## src/rtl/gbalu_pkg.sv

```systemverilog
// shared types, operation codes and shift kinds of the game boy cpu alu
`timescale 1ns / 1ps

package gbalu_pkg;

	// func codes of an incoming command
	localparam logic [4:0] FUNC_ADD  = 5'd0;
	localparam logic [4:0] FUNC_ADC  = 5'd1;
	localparam logic [4:0] FUNC_SUB  = 5'd2;
	localparam logic [4:0] FUNC_SBC  = 5'd3;
	localparam logic [4:0] FUNC_AND  = 5'd4;
	localparam logic [4:0] FUNC_XOR  = 5'd5;
	localparam logic [4:0] FUNC_OR   = 5'd6;
	localparam logic [4:0] FUNC_CP   = 5'd7;
	localparam logic [4:0] FUNC_INC  = 5'd8;
	localparam logic [4:0] FUNC_DEC  = 5'd9;
	localparam logic [4:0] FUNC_DAA  = 5'd10;
	localparam logic [4:0] FUNC_CPL  = 5'd11;
	localparam logic [4:0] FUNC_SCF  = 5'd12;
	localparam logic [4:0] FUNC_CCF  = 5'd13;
	localparam logic [4:0] FUNC_RLCA = 5'd14;
	localparam logic [4:0] FUNC_RRCA = 5'd15;
	localparam logic [4:0] FUNC_RLA  = 5'd16;
	localparam logic [4:0] FUNC_RRA  = 5'd17;
	localparam logic [4:0] FUNC_CB   = 5'd18;

	// cb opcode groups, bits 7..6
	localparam logic [1:0] CB_SHIFT = 2'd0;
	localparam logic [1:0] CB_BIT   = 2'd1;
	localparam logic [1:0] CB_RES   = 2'd2;
	localparam logic [1:0] CB_SET   = 2'd3;

	// shift and rotate kinds, shared by the a rotates and the cb shifts
	localparam logic [2:0] SH_RLC  = 3'd0;
	localparam logic [2:0] SH_RRC  = 3'd1;
	localparam logic [2:0] SH_RL   = 3'd2;
	localparam logic [2:0] SH_RR   = 3'd3;
	localparam logic [2:0] SH_SLA  = 3'd4;
	localparam logic [2:0] SH_SRA  = 3'd5;
	localparam logic [2:0] SH_SWAP = 3'd6;
	localparam logic [2:0] SH_SRL  = 3'd7;

	// flag bit positions
	localparam int FLAG_Z = 3;
	localparam int FLAG_N = 2;
	localparam int FLAG_H = 1;
	localparam int FLAG_C = 0;

	// daa constants
	localparam logic [7:0] DAA_LIMIT = 8'h99;
	localparam logic [7:0] DAA_HI    = 8'h60;
	localparam logic [7:0] DAA_LO    = 8'h06;
	localparam logic [3:0] DAA_NIB   = 4'd9;

	typedef enum logic [4:0] {
		OP_ADD, OP_SUB, OP_CP, OP_AND, OP_XOR, OP_OR, OP_INC, OP_DEC,
		OP_DAA, OP_CPL, OP_SCF, OP_CCF, OP_ROTA, OP_CBSH, OP_BIT,
		OP_RES, OP_SET, OP_NOP
	} op_t;

	typedef struct packed {
		logic [4:0] func;
		logic [7:0] value_a;
		logic [7:0] operand;
		logic [3:0] flags_in;
	} cmd_t;

	typedef struct packed {
		logic [7:0] result;
		logic       write_back;
		logic [3:0] flags_out;
	} rsp_t;

	// decoded operation: adder inputs already prepared
	typedef struct packed {
		op_t        op;
		logic [7:0] a;
		logic [7:0] b;
		logic       cin;
		logic [3:0] fl;
		logic [2:0] idx;
		logic       daa_c;
	} dec_t;

	// raw execution result before flag forming
	typedef struct packed {
		op_t        op;
		logic [7:0] a;
		logic [7:0] val;
		logic       c;
		logic       h;
		logic [3:0] fl;
		logic       daa_c;
	} exe_t;

endpackage

```

## src/rtl/gameboy_cpu_alu_unit.sv

```systemverilog
// top level of the game boy cpu alu: three-stage pipeline
`timescale 1ns / 1ps

// 8-bit alu of the game boy cpu: a command transferred at a rising edge (start high,
// busy low) passes the decode, execute and flag registers in that order; done then
// rises and stays high for exactly one cycle, and the result is taken at the edge
// that ends it. a new command may be transferred at every edge, so up to three
// are in flight; the pipeline has no stall path, busy is always low and results
// leave in command order. the receiver cannot hold results off and must take
// each one in its done cycle.
// the three stages are decode (operation class, adder operands, daa
// correction), execute (nibble-split adder, logic, shifter, bit masks) and
// flag forming with the write-back select, each closed by a register.
// commands with an undefined func code return value_a, write_back low and
// the flags unchanged.

module gameboy_cpu_alu_unit import gbalu_pkg::*; (
	input  logic clk,
	input  logic arst_n,
	input  logic start,
	output logic busy,
	input  cmd_t cmd,
	output logic done,
	output rsp_t rsp
);

	logic in_valid;
	logic v_s1;
	logic v_s2;
	dec_t dec_s1;
	exe_t exe_s2;

	// never stalls: one command per cycle
	assign busy     = 1'b0;
	assign in_valid = start & ~busy;

	// decode
	gbalu_dec u_dec (
		.clk    (clk),
		.arst_n (arst_n),
		.in_valid(in_valid),
		.cmd    (cmd),
		.v_s1   (v_s1),
		.dec_s1 (dec_s1)
	);

	// execute
	gbalu_exe u_exe (
		.clk    (clk),
		.arst_n (arst_n),
		.v_s1   (v_s1),
		.dec_s1 (dec_s1),
		.v_s2   (v_s2),
		.exe_s2 (exe_s2)
	);

	// flags and output register, done is the stage valid
	gbalu_flg u_flg (
		.clk    (clk),
		.arst_n (arst_n),
		.v_s2   (v_s2),
		.exe_s2 (exe_s2),
		.v_s3   (done),
		.rsp_s3 (rsp)
	);

endmodule

```

## src/rtl/gbalu_dec.sv

```systemverilog
// stage one: command decode and adder operand preparation
`timescale 1ns / 1ps

module gbalu_dec import gbalu_pkg::*; (
	input  logic clk,
	input  logic arst_n,
	input  logic in_valid,
	input  cmd_t cmd,
	output logic v_s1,
	output dec_t dec_s1
);

	dec_t d;
	logic fn;
	logic fh;
	logic fc;
	logic [7:0] adj;
	logic daa_c;

	assign fn = cmd.flags_in[FLAG_N];
	assign fh = cmd.flags_in[FLAG_H];
	assign fc = cmd.flags_in[FLAG_C];

	// daa correction
	always_comb begin
		adj   = 8'h00;
		daa_c = 1'b0;
		if (fh || (!fn && (cmd.value_a[3:0] > DAA_NIB)))
			adj = DAA_LO;
		if (fc || (!fn && (cmd.value_a > DAA_LIMIT))) begin
			adj   = adj | DAA_HI;
			daa_c = 1'b1;
		end
	end

	always_comb begin
		d.op    = OP_NOP;
		d.a     = cmd.value_a;
		d.b     = cmd.operand;
		d.cin   = 1'b0;
		d.fl    = cmd.flags_in;
		d.idx   = cmd.operand[5:3];
		d.daa_c = daa_c;
		case (cmd.func)
			FUNC_ADD: d.op = OP_ADD;
			FUNC_ADC: begin
				d.op  = OP_ADD;
				d.cin = fc;
			end
			// subtract as a plus inverted b plus inverted borrow
			FUNC_SUB: begin
				d.op  = OP_SUB;
				d.b   = ~cmd.operand;
				d.cin = 1'b1;
			end
			FUNC_SBC: begin
				d.op  = OP_SUB;
				d.b   = ~cmd.operand;
				d.cin = ~fc;
			end
			FUNC_CP: begin
				d.op  = OP_CP;
				d.b   = ~cmd.operand;
				d.cin = 1'b1;
			end
			FUNC_AND: d.op = OP_AND;
			FUNC_XOR: d.op = OP_XOR;
			FUNC_OR:  d.op = OP_OR;
			FUNC_INC: begin
				d.op  = OP_INC;
				d.b   = 8'h00;
				d.cin = 1'b1;
			end
			FUNC_DEC: begin
				d.op  = OP_DEC;
				d.b   = 8'hFF;
				d.cin = 1'b0;
			end
			FUNC_DAA: begin
				d.op  = OP_DAA;
				d.b   = fn ? ~adj : adj;
				d.cin = fn;
			end
			FUNC_CPL: d.op = OP_CPL;
			FUNC_SCF: d.op = OP_SCF;
			FUNC_CCF: d.op = OP_CCF;
			FUNC_RLCA: begin
				d.op  = OP_ROTA;
				d.idx = SH_RLC;
			end
			FUNC_RRCA: begin
				d.op  = OP_ROTA;
				d.idx = SH_RRC;
			end
			FUNC_RLA: begin
				d.op  = OP_ROTA;
				d.idx = SH_RL;
			end
			FUNC_RRA: begin
				d.op  = OP_ROTA;
				d.idx = SH_RR;
			end
			FUNC_CB: begin
				case (cmd.operand[7:6])
					CB_SHIFT: d.op = OP_CBSH;
					CB_BIT:   d.op = OP_BIT;
					CB_RES:   d.op = OP_RES;
					CB_SET:   d.op = OP_SET;
					default:  d.op = OP_NOP;
				endcase
			end
			default: d.op = OP_NOP;
		endcase
	end

	always_ff @(posedge clk or negedge arst_n) begin
		if (!arst_n)
			v_s1 <= 1'b0;
		else
			v_s1 <= in_valid;
	end

	always_ff @(posedge clk) begin
		if (in_valid)
			dec_s1 <= d;
	end

endmodule

```

## src/rtl/gbalu_exe.sv

```systemverilog
// stage two: nibble-split adder, logic ops, shifter and bit ops
`timescale 1ns / 1ps

module gbalu_exe import gbalu_pkg::*; (
	input  logic clk,
	input  logic arst_n,
	input  logic v_s1,
	input  dec_t dec_s1,
	output logic v_s2,
	output exe_t exe_s2
);

	logic [4:0] sum_lo;
	logic [4:0] sum_hi;
	logic [7:0] sum;
	logic [7:0] sh_r;
	logic       sh_c;
	logic [7:0] mask;
	logic [7:0] a;
	logic       fc;
	exe_t       e;

	assign a  = dec_s1.a;
	assign fc = dec_s1.fl[FLAG_C];

	assign sum_lo = {1'b0, a[3:0]} + {1'b0, dec_s1.b[3:0]} + {4'd0, dec_s1.cin};
	assign sum_hi = {1'b0, a[7:4]} + {1'b0, dec_s1.b[7:4]} + {4'd0, sum_lo[4]};
	assign sum    = {sum_hi[3:0], sum_lo[3:0]};
	assign mask   = 8'h01 << dec_s1.idx;

	always_comb begin
		sh_r = a;
		sh_c = 1'b0;
		case (dec_s1.idx)
			SH_RLC: begin
				sh_c = a[7];
				sh_r = {a[6:0], a[7]};
			end
			SH_RRC: begin
				sh_c = a[0];
				sh_r = {a[0], a[7:1]};
			end
			SH_RL: begin
				sh_c = a[7];
				sh_r = {a[6:0], fc};
			end
			SH_RR: begin
				sh_c = a[0];
				sh_r = {fc, a[7:1]};
			end
			SH_SLA: begin
				sh_c = a[7];
				sh_r = {a[6:0], 1'b0};
			end
			SH_SRA: begin
				sh_c = a[0];
				sh_r = {a[7], a[7:1]};
			end
			SH_SWAP: begin
				sh_c = 1'b0;
				sh_r = {a[3:0], a[7:4]};
			end
			SH_SRL: begin
				sh_c = a[0];
				sh_r = {1'b0, a[7:1]};
			end
			default: begin
				sh_c = 1'b0;
				sh_r = a;
			end
		endcase
	end

	always_comb begin
		e.op    = dec_s1.op;
		e.a     = a;
		e.fl    = dec_s1.fl;
		e.daa_c = dec_s1.daa_c;
		e.h     = sum_lo[4];
		e.c     = sum_hi[4];
		case (dec_s1.op)
			OP_ADD, OP_SUB, OP_CP, OP_INC, OP_DEC, OP_DAA: e.val = sum;
			OP_AND: e.val = a & dec_s1.b;
			OP_XOR: e.val = a ^ dec_s1.b;
			OP_OR:  e.val = a | dec_s1.b;
			OP_CPL: e.val = ~a;
			OP_ROTA, OP_CBSH: begin
				e.val = sh_r;
				e.c   = sh_c;
			end
			// tested bit alone, so zero detect gives the bit flag
			OP_BIT: e.val = a & mask;
			OP_RES: e.val = a & ~mask;
			OP_SET: e.val = a | mask;
			default: e.val = a;
		endcase
	end

	always_ff @(posedge clk or negedge arst_n) begin
		if (!arst_n)
			v_s2 <= 1'b0;
		else
			v_s2 <= v_s1;
	end

	always_ff @(posedge clk) begin
		if (v_s1)
			exe_s2 <= e;
	end

endmodule

```

## src/rtl/gbalu_flg.sv

```systemverilog
// stage three: zero detect, flag forming, write-back select, output register
`timescale 1ns / 1ps

module gbalu_flg import gbalu_pkg::*; (
	input  logic clk,
	input  logic arst_n,
	input  logic v_s2,
	input  exe_t exe_s2,
	output logic v_s3,
	output rsp_t rsp_s3
);

	logic z;
	logic fz;
	logic fn;
	logic fc;
	logic wb;
	logic [3:0] f;
	rsp_t r;

	assign z  = (exe_s2.val == 8'h00);
	assign fz = exe_s2.fl[FLAG_Z];
	assign fn = exe_s2.fl[FLAG_N];
	assign fc = exe_s2.fl[FLAG_C];

	always_comb begin
		wb = 1'b1;
		f  = exe_s2.fl;
		case (exe_s2.op)
			OP_ADD:  f = {z, 1'b0, exe_s2.h, exe_s2.c};
			// carries of a + ~b are inverted borrows
			OP_SUB:  f = {z, 1'b1, ~exe_s2.h, ~exe_s2.c};
			OP_CP: begin
				f  = {z, 1'b1, ~exe_s2.h, ~exe_s2.c};
				wb = 1'b0;
			end
			OP_AND:  f = {z, 1'b0, 1'b1, 1'b0};
			OP_XOR:  f = {z, 3'b000};
			OP_OR:   f = {z, 3'b000};
			OP_INC:  f = {z, 1'b0, exe_s2.h, fc};
			OP_DEC:  f = {z, 1'b1, ~exe_s2.h, fc};
			OP_DAA:  f = {z, fn, 1'b0, exe_s2.daa_c};
			OP_CPL:  f = {fz, 1'b1, 1'b1, fc};
			OP_SCF: begin
				f  = {fz, 1'b0, 1'b0, 1'b1};
				wb = 1'b0;
			end
			OP_CCF: begin
				f  = {fz, 1'b0, 1'b0, ~fc};
				wb = 1'b0;
			end
			OP_ROTA: f = {3'b000, exe_s2.c};
			OP_CBSH: f = {z, 1'b0, 1'b0, exe_s2.c};
			OP_BIT: begin
				f  = {z, 1'b0, 1'b1, fc};
				wb = 1'b0;
			end
			OP_RES:  f = exe_s2.fl;
			OP_SET:  f = exe_s2.fl;
			default: begin
				f  = exe_s2.fl;
				wb = 1'b0;
			end
		endcase
		r.result     = wb ? exe_s2.val : exe_s2.a;
		r.write_back = wb;
		r.flags_out  = f;
	end

	always_ff @(posedge clk or negedge arst_n) begin
		if (!arst_n)
			v_s3 <= 1'b0;
		else
			v_s3 <= v_s2;
	end

	always_ff @(posedge clk) begin
		if (v_s2)
			rsp_s3 <= r;
	end

endmodule

```

## config.mk

```make
export PLATFORM = sky130hd
export DESIGN_NAME = gameboy_cpu_alu_unit
export DESIGN_NICKNAME = d
export VERILOG_FILES = /design/src/rtl/gbalu_pkg.sv /design/src/rtl/gameboy_cpu_alu_unit.sv /design/src/rtl/gbalu_dec.sv /design/src/rtl/gbalu_exe.sv /design/src/rtl/gbalu_flg.sv
export SDC_FILE = /design/constraint.sdc
export NUM_CORES = 1
export LEC_CHECK = 0
export BUFFER_PORTS_ARGS = -buffer_cell sky130_fd_sc_hd__buf_4
export CAP_MARGIN = 20
export CORE_MARGIN = 1.5
export CORE_UTILIZATION = 55
export CTS_CLUSTER_DIAMETER = 50
export DETAILED_ROUTE_END_ITERATION = 16
export PLACE_DENSITY_LB_ADDON = 0.05
export RECOVER_POWER = 50
export SLEW_MARGIN = 20
export SYNTH_ARGS = -nofsm -noshare
export SYNTH_HDL_FRONTEND = slang
export SYNTH_SLANG_ARGS = --single-unit
```

## constraint.sdc

```tcl
create_clock -name clk -period 3.8 [get_ports clk]
set_input_delay 0.38 -clock clk [delete_from_list [all_inputs] [get_ports clk]]
set_output_delay 0.38 -clock clk [all_outputs]
set_load 0.05 [all_outputs]
```

==> run summary <==
status: finished, violations left
failing checks: capacitance limit, slew limit
transition time of the tightest slew-check pin: 1.71 ns
die width: 93.7 µm
Synth Flop Type: edfxtp_1
hpwl dp: 7200 µm
GRT met2 Usage: 0.400
global-route wire length before repair: 16,400 µm
CTS tree: done
most frequent cells in the layout: edfxtp_1 (71), nor2_1 (38), nand2_1 (36)
Setup Viol. Count Final: 0
Max Cap Violations: 1
Initial Utilization: 0.577
initial antenna violation count: 0
reg-to-reg slack, setup: 0.56 ns
CTS resizes: 0
Synth area leader: edfxtp_1
crit-path cells: fa_1, inv_1, fa_1, nor2b_1, o21ai_0, nand2b_1, fa_1, fa_1, xor2_1, a221oi_1, o2111ai_1
Diodes inserted: 0
layout cells sized above 1: 0.142
Wirelength per Cell: 18.2 µm
Seq cells post-synth: 74
critical path type: reg2reg
max-slew headroom at the worst pin: -0.142
drt via density: 6.13
GPL Wtd Cong: 0.902
Max VDD drop: 0.171 mV
placed instance area: 4810 µm²
Distinct cells, synth: 65
Worst EP required: 3.87 ns
deepest clock path buffer count: 2
clk root buf: clkbuf_8
CTS buffer count: 9
hold crit path type: in2reg
Die Ht: 93.7 µm
Pwr per Cell Area: 423 nW/µm²
Clock Sinks: 74
core area: 7850 µm²
Post-Syn Instances: 428
area grow syn2layout: 9.09%
post-CTS setup buffer count: 0
Critical Path End Type: register
clock-pin slew on the worst setup and hold paths: 0.08 ns
Fin Setup TNS: 0 ns
routed wire length: 10,200 µm
number of routed nets with antenna violations: 0
Max Slew Vio Count: 32
commonest non-fill, non-tap cell in the layout: edfxtp_1
startpoint types: register
syn nets: 471
sequential area share after synthesis: 0.487
met1 GRT Util: 0.336
syn_area_per_cell: 10.6 µm²
1st-iter DRT viols: 244
Post-synth EDFFs: 71
busiest grt layer: met2
GRT overflow: 0
Via Count: 3,432
Die Area: 8790 µm²
vias in the first global route: 3,107
final instance area: 4940 µm²
IO buf count: 41
Synth area leaders: edfxtp_1 (47%), a21oi_1 (3.2%), nor2_1 (3.1%), ha_1 (3.0%), nand2_1 (3.0%)
Final min period: 3.24 ns
leakage power: 0.00185 µW
final hold viol count: 0
Worst path max stage delay: 0.46 ns
Detailed Routing Iterations Pass 1: 5
Async SR Flop Fraction: 0.0405
skew final: 0.00498 ns
unrepaired setup endpoints after global routing: false
Clock Latency Late Sink: 0.35 ns
WP data arrival: 3.32 ns
fin crit share: 0.854
Max Freq: 0.308 GHz
I/O pins: 43
worst-path fanout max: 4
CP dominant cell by count: fa_1
Tot GR Track Use: 0.248
critical path's slowest cell: edfxtp_1
post-synth top area share: 0.471
num rows: 32
synth warn: 0
met3 GRT Util: 0.0445
Filler Cells Inserted: 669
Final nets: 496
H-tree levels: 3
largest net degree at the start of global routing: 32
Post-route DRC: 0
Netlist Area Pre-Place: 4530 µm²
==> synth_stat cells, types with 8 or more instances <==
library cell,count
xor2_1,8
inv_1,16
mux2_2,9
a31oi_1,10
ha_1,11
mux2i_1,8
a21oi_1,29
o21ai_0,21
nand3_1,11
edfxtp_1,71
buf_4,8
buf_2,11
nand2_1,36
a211o_1,8
nor2_1,38
==> power by group <==
group | switching [µW] | internal (µW)
Combinational | 245 | 189
Clock | 301 | 234
Sequential | 117 | 1000
Total | 663 | 1420
==> critical path, delay by kind of cell (launching register included) <==
kind / cells / cell delay [ns]
flip-flops: 1 / 0.46
adder cells (fa/ha/maj): 4 / 1.50
XOR/XNOR: 1 / 0.16
AO/OA/AOI/OAI: 3 / 0.59
AND/OR/NAND/NOR: 2 / 0.18
buffers and inverters: 1 / 0.08
==> cell families after synthesis <==
group                      synth area share
and+or+nand+nor                       0.145
AOI/OAI and AO/OA                     0.199
DFF                                   0.487
buffers and inverters                0.0489
muxes                                0.0401
adders and majority gates            0.0503
xor gates and xnor gates             0.0290
other                              0.000828
==> flip-flops by register name (all words and copies together) (netlist names) <==
register,count
u_dec.dec_s1,30
u_dec.v_s1,1
u_exe.exe_s2,28
u_exe.v_s2,1
u_flg.rsp_s3,13
u_flg.v_s3,1
==> final timing paths <==
kind,from,end,cells after the start
max reg2reg,u_dec.dec_s1[9],u_exe.exe_s2[13],11
min reg2reg,u_dec.dec_s1[7],u_exe.exe_s2[4],0
max,u_dec.dec_s1[9],u_exe.exe_s2[13],11
max in group asynchronous,arst_n,u_dec.v_s1,2
min,cmd[3],u_dec.dec_s1[7],1
min in group asynchronous,arst_n,u_exe.v_s2,2
==> per-layer routing <==
metal,wire [µm],up-vias
li1,-,1657
met1,4620,1643
met2,4910,113
met3,464,19
met4,196,0
met5,0,-
==> layout make-up <==
type / instances / area (µm²) / share of cell area
clock buffers: 9 / 124 / 0.0251
clock inverters: 7 / 45.0 / 0.00912
inverters: 16 / 60.1 / 0.0122
multi-input cells: 309 / 2100 / 0.425
flip-flops and latches: 74 / 2210 / 0.447
well taps: 102 / 128 / 0.0258
repair buffers: 43 / 277 / 0.0560
==> stage by stage <==
stage	std cells	utilization	hold WS (ns)	setup slack (ns)	power (µW)
after global placement	543	0.613	0.168	0.670	1560
after floorplan	428	-	0.0844	0.830	1430
after global routing	560	0.630	0.215	0.341	2190
after CTS	560	0.636	0.185	0.589	2100
final	560	0.630	0.224	0.556	2090
after detailed placement	543	0.613	0.175	0.603	1570
==> what timing repair did <==
action                                  CTS  global route
endpoints found under the hold margin     3             0
endpoints found under the setup margin    0             0
hold buffers                              1             0
Power figures use the tool's default switching activity.
